==> src/hw/rtl/dctd_pkg.sv <==
package dctd_pkg;

    localparam int NUMBER_WIDTH_DEF = 16;
    localparam int COUNT_W          = 8;
    localparam int COUNT_MAX        = 255;

    // Controller to datapath
    typedef struct packed {
        logic load;       // capture number, reset working registers
        logic shift2;     // strip one factor two
        logic mul;        // fold the current exponent into the count
        logic mul_two;    // fold a leftover prime into the count
        logic div_start;  // load the divider with rest and candidate
        logic div_step;   // one restoring division step
        logic take_quo;   // rest becomes the quotient, exponent advances
        logic next_cand;  // advance to the next odd candidate
        logic publish;    // move the count into the output register
    } t_dctd_cmd;

    // Datapath to controller
    typedef struct packed {
        logic rest_zero;
        logic rest_odd;
        logic rest_gt1;
        logic div_last;
        logic cand_gt_quo;
        logic rem_zero;
    } t_dctd_sts;

endpackage

==> src/hw/rtl/dctd_ifs.sv <==
interface dctd_num_if #(
    parameter int NUMBER_WIDTH = dctd_pkg::NUMBER_WIDTH_DEF
) ();
    logic                    valid;
    logic                    ready;
    logic [NUMBER_WIDTH-1:0] number;

    modport source (output valid, output number, input ready);
    modport sink   (input valid, input number, output ready);
endinterface

interface dctd_cnt_if ();
    import dctd_pkg::*;

    logic               valid;
    logic               ready;
    logic [COUNT_W-1:0] divisor_count;

    modport source (output valid, output divisor_count, input ready);
    modport sink   (input valid, input divisor_count, output ready);
endinterface

==> src/hw/rtl/dctd_ctrl.sv <==
module dctd_ctrl (
    input  logic                i_clk,
    input  logic                i_rst_n,
    input  logic                i_in_valid,
    output logic                o_in_ready,
    output logic                o_out_valid,
    input  logic                i_out_ready,
    output dctd_pkg::t_dctd_cmd o_cmd,
    input  dctd_pkg::t_dctd_sts i_sts
);
    import dctd_pkg::*;

    typedef enum logic [6:0] {
        S_IDLE  = 7'b0000001,
        S_TWOS  = 7'b0000010,
        S_START = 7'b0000100,
        S_DIV   = 7'b0001000,
        S_EVAL  = 7'b0010000,
        S_LAST  = 7'b0100000,
        S_FIN   = 7'b1000000
    } t_state;

    t_state r_state, n_state;
    logic   r_in_run, n_in_run;
    logic   r_out_valid, n_out_valid;

    assign o_in_ready  = (r_state == S_IDLE);
    assign o_out_valid = r_out_valid;

    always_comb begin
        n_state     = r_state;
        n_in_run    = r_in_run;
        n_out_valid = r_out_valid;
        o_cmd       = '0;

        if (r_out_valid && i_out_ready) begin
            n_out_valid = 1'b0;
        end

        unique case (r_state)
            S_IDLE: begin
                if (i_in_valid) begin
                    o_cmd.load = 1'b1;
                    n_in_run   = 1'b0;
                    n_state    = S_TWOS;
                end
            end
            S_TWOS: begin
                if (i_sts.rest_zero) begin
                    n_state = S_FIN;
                end else if (!i_sts.rest_odd) begin
                    o_cmd.shift2 = 1'b1;
                end else begin
                    o_cmd.mul = 1'b1;
                    n_state   = S_START;
                end
            end
            S_START: begin
                o_cmd.div_start = 1'b1;
                n_state         = S_DIV;
            end
            S_DIV: begin
                o_cmd.div_step = 1'b1;
                if (i_sts.div_last) begin
                    n_state = S_EVAL;
                end
            end
            S_EVAL: begin
                n_state = S_START;
                if (r_in_run) begin
                    if (i_sts.rem_zero) begin
                        o_cmd.take_quo = 1'b1;
                    end else begin
                        // close the run of this prime
                        o_cmd.mul       = 1'b1;
                        o_cmd.next_cand = 1'b1;
                        n_in_run        = 1'b0;
                    end
                end else if (i_sts.cand_gt_quo) begin
                    // candidate squared exceeds rest
                    n_state = S_LAST;
                end else if (i_sts.rem_zero) begin
                    o_cmd.take_quo = 1'b1;
                    n_in_run       = 1'b1;
                end else begin
                    o_cmd.next_cand = 1'b1;
                end
            end
            S_LAST: begin
                o_cmd.mul_two = i_sts.rest_gt1;
                n_state       = S_FIN;
            end
            S_FIN: begin
                if (!r_out_valid || i_out_ready) begin
                    o_cmd.publish = 1'b1;
                    n_out_valid   = 1'b1;
                    n_state       = S_IDLE;
                end
            end
            default: begin
                n_state = S_IDLE;
            end
        endcase
    end

    always_ff @(posedge i_clk) begin
        if (!i_rst_n) begin
            r_state     <= S_IDLE;
            r_in_run    <= 1'b0;
            r_out_valid <= 1'b0;
        end else begin
            r_state     <= n_state;
            r_in_run    <= n_in_run;
            r_out_valid <= n_out_valid;
        end
    end

endmodule

==> src/hw/rtl/dctd_dp.sv <==
module dctd_dp #(
    parameter int NUMBER_WIDTH = dctd_pkg::NUMBER_WIDTH_DEF
) (
    input  logic                         i_clk,
    input  logic [NUMBER_WIDTH-1:0]      i_number,
    input  dctd_pkg::t_dctd_cmd          i_cmd,
    output dctd_pkg::t_dctd_sts          o_sts,
    output logic [dctd_pkg::COUNT_W-1:0] o_count
);
    import dctd_pkg::*;

    localparam int W     = NUMBER_WIDTH;
    localparam int EXP_W = $clog2(W + 1);
    localparam int CNT_W = $clog2(W + 1);
    localparam int FAC_W = EXP_W + 1;
    localparam int PRD_W = COUNT_W + FAC_W;

    logic [W-1:0]       r_rest, n_rest;
    logic [W-1:0]       r_cand, n_cand;
    logic [EXP_W-1:0]   r_exp, n_exp;
    logic [COUNT_W-1:0] r_total, n_total;
    logic [W-1:0]       r_quo, n_quo;
    logic [W-1:0]       r_rem, n_rem;
    logic [CNT_W-1:0]   r_cnt, n_cnt;
    logic [COUNT_W-1:0] r_count;

    logic [W:0]         rem_sh;
    logic               rem_ge;
    logic [W:0]         rem_diff;
    logic [FAC_W-1:0]   factor;
    logic [PRD_W-1:0]   product;

    assign rem_sh   = {r_rem, r_quo[W-1]};
    assign rem_ge   = (rem_sh >= {1'b0, r_cand});
    assign rem_diff = rem_sh - {1'b0, r_cand};

    assign factor  = i_cmd.mul_two ? FAC_W'(2) : (FAC_W'(r_exp) + FAC_W'(1));
    assign product = PRD_W'(r_total) * PRD_W'(factor);

    always_comb begin
        n_rest  = r_rest;
        n_cand  = r_cand;
        n_exp   = r_exp;
        n_total = r_total;
        n_quo   = r_quo;
        n_rem   = r_rem;
        n_cnt   = r_cnt;

        if (i_cmd.load) begin
            n_rest  = i_number;
            n_cand  = W'(3);
            n_exp   = '0;
            n_total = (i_number == '0) ? COUNT_W'(0) : COUNT_W'(1);
        end
        if (i_cmd.shift2) begin
            n_rest = r_rest >> 1;
            n_exp  = r_exp + EXP_W'(1);
        end
        if (i_cmd.mul || i_cmd.mul_two) begin
            n_total = (product > PRD_W'(COUNT_MAX)) ? COUNT_W'(COUNT_MAX)
                                                    : product[COUNT_W-1:0];
            n_exp   = '0;
        end
        if (i_cmd.div_start) begin
            n_quo = r_rest;
            n_rem = '0;
            n_cnt = CNT_W'(W);
        end
        if (i_cmd.div_step) begin
            n_rem = rem_ge ? rem_diff[W-1:0] : rem_sh[W-1:0];
            n_quo = {r_quo[W-2:0], rem_ge};
            n_cnt = r_cnt - CNT_W'(1);
        end
        if (i_cmd.take_quo) begin
            n_rest = r_quo;
            n_exp  = r_exp + EXP_W'(1);
        end
        if (i_cmd.next_cand) begin
            n_cand = r_cand + W'(2);
        end
    end

    always_ff @(posedge i_clk) begin
        r_rest  <= n_rest;
        r_cand  <= n_cand;
        r_exp   <= n_exp;
        r_total <= n_total;
        r_quo   <= n_quo;
        r_rem   <= n_rem;
        r_cnt   <= n_cnt;
        if (i_cmd.publish) begin
            r_count <= r_total;
        end
    end

    assign o_count           = r_count;
    assign o_sts.rest_zero   = (r_rest == '0);
    assign o_sts.rest_odd    = r_rest[0];
    assign o_sts.rest_gt1    = (r_rest > W'(1));
    assign o_sts.div_last    = (r_cnt == CNT_W'(1));
    assign o_sts.cand_gt_quo = (r_cand > r_quo);
    assign o_sts.rem_zero    = (r_rem == '0);

endmodule

==> src/hw/rtl/divisor_count_by_trial_division.sv <==
// Divisor count: takes one unsigned number and returns how many positive
// divisors it has (zero in gives zero out; counts above 255 saturate).
// One number is in work at a time. Factors of two are stripped one at a
// time; after that every trial division runs on a restoring divider
// that retires one quotient bit per cycle. Trial divisions are made by
// odd candidates up to the square root of what remains, plus one per odd
// prime factor found, counted with multiplicity. A finished count waits
// in an output register, and the next number is taken while it waits.
module divisor_count_by_trial_division #(
    parameter int NUMBER_WIDTH = dctd_pkg::NUMBER_WIDTH_DEF
) (
    input  logic        i_clk,
    input  logic        i_rst_n,
    dctd_num_if.sink    i_number,
    dctd_cnt_if.source  o_count
);
    import dctd_pkg::*;

    t_dctd_cmd cmd;
    t_dctd_sts sts;

    dctd_ctrl u_ctrl (
        .i_clk       (i_clk),
        .i_rst_n     (i_rst_n),
        .i_in_valid  (i_number.valid),
        .o_in_ready  (i_number.ready),
        .o_out_valid (o_count.valid),
        .i_out_ready (o_count.ready),
        .o_cmd       (cmd),
        .i_sts       (sts)
    );

    dctd_dp #(
        .NUMBER_WIDTH (NUMBER_WIDTH)
    ) u_dp (
        .i_clk    (i_clk),
        .i_number (i_number.number),
        .i_cmd    (cmd),
        .o_sts    (sts),
        .o_count  (o_count.divisor_count)
    );

endmodule
==> src/flat_wrapper.sv <==
// flat-port wrapper written by rule: the top's interface ports become plain ports
module divisor_count_by_trial_division_flat import dctd_pkg::*;
#(
    parameter int NUMBER_WIDTH = dctd_pkg::NUMBER_WIDTH_DEF
)
  (i_clk, i_rst_n, i_number_valid, i_number_number, i_number_ready, o_count_valid, o_count_divisor_count, o_count_ready);
  dctd_num_if #(.NUMBER_WIDTH(NUMBER_WIDTH)) i_number_i ();
  dctd_cnt_if o_count_i ();
  input  logic i_clk;
  input  logic i_rst_n;
  input wire logic [$bits(i_number_i.valid)-1:0] i_number_valid;
  input wire logic [$bits(i_number_i.number)-1:0] i_number_number;
  output wire logic [$bits(i_number_i.ready)-1:0] i_number_ready;
  output wire logic [$bits(o_count_i.valid)-1:0] o_count_valid;
  output wire logic [$bits(o_count_i.divisor_count)-1:0] o_count_divisor_count;
  input wire logic [$bits(o_count_i.ready)-1:0] o_count_ready;
  assign i_number_i.valid = i_number_valid;
  assign i_number_i.number = i_number_number;
  assign i_number_ready = i_number_i.ready;
  assign o_count_valid = o_count_i.valid;
  assign o_count_divisor_count = o_count_i.divisor_count;
  assign o_count_i.ready = o_count_ready;
  divisor_count_by_trial_division #(.NUMBER_WIDTH(NUMBER_WIDTH)) u_core (.i_clk(i_clk), .i_rst_n(i_rst_n), .i_number(i_number_i), .o_count(o_count_i));
endmodule
==> config.mk <==
export PLATFORM = sky130hd
export DESIGN_NAME = divisor_count_by_trial_division_flat
export DESIGN_NICKNAME = d
export VERILOG_FILES = /design/src/hw/rtl/dctd_pkg.sv /design/src/hw/rtl/dctd_ifs.sv /design/src/hw/rtl/dctd_ctrl.sv /design/src/hw/rtl/dctd_dp.sv /design/src/hw/rtl/divisor_count_by_trial_division.sv /design/src/flat_wrapper.sv
export SDC_FILE = /design/constraint.sdc
export NUM_CORES = 1
export LEC_CHECK = 0
export BUFFER_PORTS_ARGS = -buffer_cell sky130_fd_sc_hd__buf_2
export CAP_MARGIN = 20
export CORE_MARGIN = 10
export CORE_UTILIZATION = 48
export DETAILED_ROUTE_END_ITERATION = 16
export SYNTH_ARGS = -nofsm -noshare
export SYNTH_HDL_FRONTEND = slang
export SYNTH_HIERARCHICAL = 1
export SYNTH_SLANG_ARGS = --single-unit
export TNS_END_PERCENT = 1
==> constraint.sdc <==
create_clock -name i_clk -period 9.69 [get_ports i_clk]
set_input_delay 1.4535 -clock i_clk [delete_from_list [all_inputs] [get_ports i_clk]]
set_output_delay 1.4535 -clock i_clk [all_outputs]
set_load 0.005 [all_outputs]
==> results.md <==
- Result of the run: finished clean
- Yosys synthesis warning count: 6
- Nature of the critical path endpoint: flop
- Filler instances: around 1400
- Final-report setup violation count: 0
- Highest cell delay on the worst timing path: 0.76 ns
- Crit path setup slack, layout: about 3.8 ns
- Maximum level of the CTS H-tree: 3
- Switching Fraction: 0.345
- Drt total wl: ~18000 µm
- Clock Pin Slew Worst Setup and Hold Paths: 0.07 ns
- Signal arrival time at the worst endpoint: roughly 6 ns
- Worst rel slew slack: 0.341
- WHS Path Cells: 2
- Placeable core area: 0.0154 mm²
- Number of enable-type register cells in the synthesized netlist: 89
- Tot GR Track Use: 0.165
- Clock network latency to the later pin of the worst-skew pair: 0.35 ns
- Die W: 146 µm
- Buffer count from post-CTS setup fixing: 0
- Commonest cells in the netlist: sky130_fd_sc_hd__edfxtp_1, sky130_fd_sc_hd__inv_1, sky130_fd_sc_hd__ha_1, sky130_fd_sc_hd__nand2_1, sky130_fd_sc_hd__nor2_1
- Clock tree from TritonCTS: built
- Cell accounting for the most synthesized area: sky130_fd_sc_hd__edfxtp_1
- Reported max-cap violation count: 0
- Number of rows created at floorplan: 45
- Power density normalized to cell area: 158 mW/mm²
- Share of the synthesized netlist area taken by xor and xnor gates: 0.0391
- Synth cell types: 65
- Crit Path Class: flop to flop
- Multiplexer area fraction after synthesis: 0.0537
- Mean post-synth cell area: 9.89 µm²
- Count of pins over their slew limit: 0
- Max Buffers Root-to-Sink: 2
- Cell at the root of the clock tree: sky130_fd_sc_hd__clkbuf_16
- Pin count of the biggest net entering global routing: 42
- Number of port buffers: 29
- Detailed-route vias per instance: between 5 and 6
- Worst hold path type: flop to flop
- Number of clock buffers inserted by TritonCTS: 9
- Dominant combinational cell family by area after synthesis: simple AND/OR/NAND/NOR gates
- Vias in the first global route: between 5000 and 6000
- Antenna Diode Count: 0
- Worst setup timing slack at the placement stage: 3.85 ns
- Die Area: 0.0213 mm²
- Fraction of the yosys area taken by sequential cells: 0.375
- Largest fanout on the critical path: 11
- RSZ-0062 raised after global routing: false
- Internal power summed over all cells: 0.000855 W
- Top-area cell type share of the netlist area: 0.351
- Gr ovfl total: 0
- Fraction of synthesis flops using an asynchronous set or reset pin: 0
- Number of failing hold endpoints at the final stage: 0
- Number of DRC violations after detailed routing: 0
- Dominant cell type by count on the critical path: sky130_fd_sc_hd__fa_1
- Area fraction in compound gates after synthesis: 0.132
- Number of antenna-violating nets in the routed design: 0
- Top-count cell post-synth: sky130_fd_sc_hd__edfxtp_1
- Die height: 146 µm
- Sort of element at the start of the critical path: flop
- Max Clock Skew: 0.0116 ns
- Post-CTS Resized: 0
- Sequential Power Share: 0.390
- Area share of fa/ha/maj cells after synthesis: 0.162
- Post-Synth Simple-Gate Area: 0.183
- Peak VDD IR: between 0.08 and 0.09 mV
- Iteration count of the initial detailed-routing pass: 5
- Clock net sink count: 98
- Starting Density: 0.495
- Clock network fraction of design power: 0.282
- DRC marker count from the first detailed-route iteration: 349
- Register bit count reported by yosys: 98
- Wire length of the first global-routing pass: 29400 µm
- Crit path max-delay cell type: sky130_fd_sc_hd__nor3_1
- Area growth from synthesis to final layout: 8.46%
- Area contributors post-synth: sky130_fd_sc_hd__edfxtp_1, sky130_fd_sc_hd__ha_1, sky130_fd_sc_hd__fa_1
- Layout cells sized above 1: 0.100
- Time the final worst path needs with I/O delays and setup: roughly 6 ns
- Initial antenna violation count: 0
- Slew at the pin closest to its max-slew limit: 0.988 ns
- Combined area of all synthesized cells: around 0.0076 mm²
- Post-detail-place hpwl: 13400 µm
- Switching power: around 0.00045 W
- Combinational share of power: 0.328
- Cell breakdown of the critical path: nor4_1 > nand4_1 > inv_1 > nor2_1 > nor3_1 > nand2_1 > fa_1 > fa_1 > fa_1 > inv_1 > ha_1 > o21ai_0 > nor2_1 > o41ai_4 > o2111ai_2 > a221oi_4 > a41oi_1
- Routed WL per cell: approximately 18 µm
- Required time at the endpoint of the critical path: 9.75 ns
- Leakage power figure: 3.38 nW
- Gate count after technology mapping: 770
- IO Pins: 30
- Weighted congestion at the end of routability-driven global placement: 0.874
- Utilization after layout: 0.537
- CTS Hold Buffers Added: 0
- Setup TNS: 0 ns
- Logic depth of the worst register-to-register path: 17
- Highest Clock Rate: 169 MHz
- Number of nets in the synthesized netlist: a little under 900
- Count of nets after finishing: 897
- Final period utilization: 0.611
- Prevailing post-synth register cell: sky130_fd_sc_hd__edfxtp_1
- Overall via count from detail_route: 5761
==> path summary, 6_finish.rpt <==
path / start / to / slack, ns
worst max-delay path: u_core/u_dp/r_rest[7] / u_core/u_dp/r_total[6] / 3.77
worst min register to register: u_core/u_ctrl/r_in_run / u_core/u_ctrl/r_in_run / 0.49
worst min-delay path: u_core/u_ctrl/r_in_run / u_core/u_ctrl/r_in_run / 0.49
worst max register to register: u_core/u_dp/r_rest[7] / u_core/u_dp/r_total[6] / 3.77
==> cells by family (layout without fill, tap and decap cells) <==
family,after synthesis,after routing
simple gates,267,267
compound gates,141,141
buf+inv,108,137
flops,98,98
fa+ha+maj,83,83
mux,39,39
xor+xnor,34,34
==> power groups by stage <==
| stage | logic [W] | registers [W] | clock network, W |
|---|---|---|---|
| floorplan | 0.000340 | 0.000505 | 0 |
| global placement | 0.000420 | 0.000517 | 0 |
| detailed placement | 0.000423 | 0.000518 | 0 |
| CTS | 0.000427 | 0.000509 | 0.000378 |
| global route | 0.000483 | 0.000512 | 0.000392 |
| finish | 0.000429 | 0.000509 | 0.000368 |
==> layout by cell type, fill, tap and decap left out, types with 6 or more instances in the layout <==
master                      synthesis  routed
sky130_fd_sc_hd__nor3_1            12      12
sky130_fd_sc_hd__dfxtp_1            9       9
sky130_fd_sc_hd__a21oi_1           22      22
sky130_fd_sc_hd__nor4_1            17      17
sky130_fd_sc_hd__and2_1            43      43
sky130_fd_sc_hd__nor2b_1           20      20
sky130_fd_sc_hd__buf_2              4      29
sky130_fd_sc_hd__nand2b_1          12      12
sky130_fd_sc_hd__xor2_1            13      13
sky130_fd_sc_hd__edfxtp_1          89      89
sky130_fd_sc_hd__nand2_1           57      57
sky130_fd_sc_hd__mux2_2            15      15
sky130_fd_sc_hd__inv_1             88      88
sky130_fd_sc_hd__or3_1              9       9
sky130_fd_sc_hd__xnor2_1           21      21
sky130_fd_sc_hd__ha_1              57      57
sky130_fd_sc_hd__fa_1              26      26
sky130_fd_sc_hd__o21ai_0           36      36
sky130_fd_sc_hd__nand3_1           17      17
sky130_fd_sc_hd__clkbuf_16          0       9
sky130_fd_sc_hd__nor2_1            48      46
sky130_fd_sc_hd__a21o_1            10      10
sky130_fd_sc_hd__a41oi_1            8       8
sky130_fd_sc_hd__o22ai_1            8       8
sky130_fd_sc_hd__a21boi_0           6       6
sky130_fd_sc_hd__nand4_1           13      13
sky130_fd_sc_hd__mux2i_1           24      24
==> routing by layer <==
metal,global-route usage,vias up,wire [µm]
met2,0.270,117,8300
met3,0.0276,16,678
met4,0.0435,0,221
met1,0.222,2833,8630
li1,-,2795,-
met5,0,-,0
==> critical path: cells and delay by family, from the launching register on <==
family                     cells  cell delay [ns]
DFF                            1             0.42
AOI/OAI and AO/OA              5             1.31
buffers and inverters          2             0.13
and+or+nand+nor                6             1.83
adders and majority gates      4             1.94
==> state kept, by name (all words and copies together) (netlist names) <==
name,flops
u_core/u_dp/o_count,8
u_core/u_ctrl/r_state,7
u_core/u_dp/r_exp,5
u_core/u_dp/r_rest,16
u_core/u_dp/r_quo,16
u_core/u_ctrl/r_in_run,1
u_core/u_ctrl/o_out_valid,1
u_core/u_dp/r_rem,16
u_core/u_dp/r_cand,15
u_core/u_dp/r_cnt,5
u_core/u_dp/r_total,8
==> metrics by stage <==
| stage | hold WS [ns] | total power [W] | cells | instance area [µm²] |
|---|---|---|---|---|
| 6_report | 0.488 | 0.00131 | 1010 | 8260 |
| 5_1_grt | 0.515 | 0.00139 | 1010 | 8260 |
| 4_1_cts | 0.493 | 0.00131 | 1010 | 8260 |
| 3_5_place_dp | 0.485 | 0.000941 | 994 | 7970 |
| 3_3_place_gp | 0.463 | 0.000937 | 994 | 7970 |
| 2_1_floorplan | 0.452 | 0.000845 | 770 | 7610 |
==> layout make-up <==
cell class	instances	area [µm²]	share of cell area
multi-input combinational	564	4340	0.526
tap	211	264	0.0320
timing repair buffer	33	175	0.0212
clock inverter	6	63.8	0.00773
clock buffer	10	229	0.0277
inverter	88	330	0.0400
sequential	98	2850	0.345
Note: power is estimated with default switching activity, not from simulation.
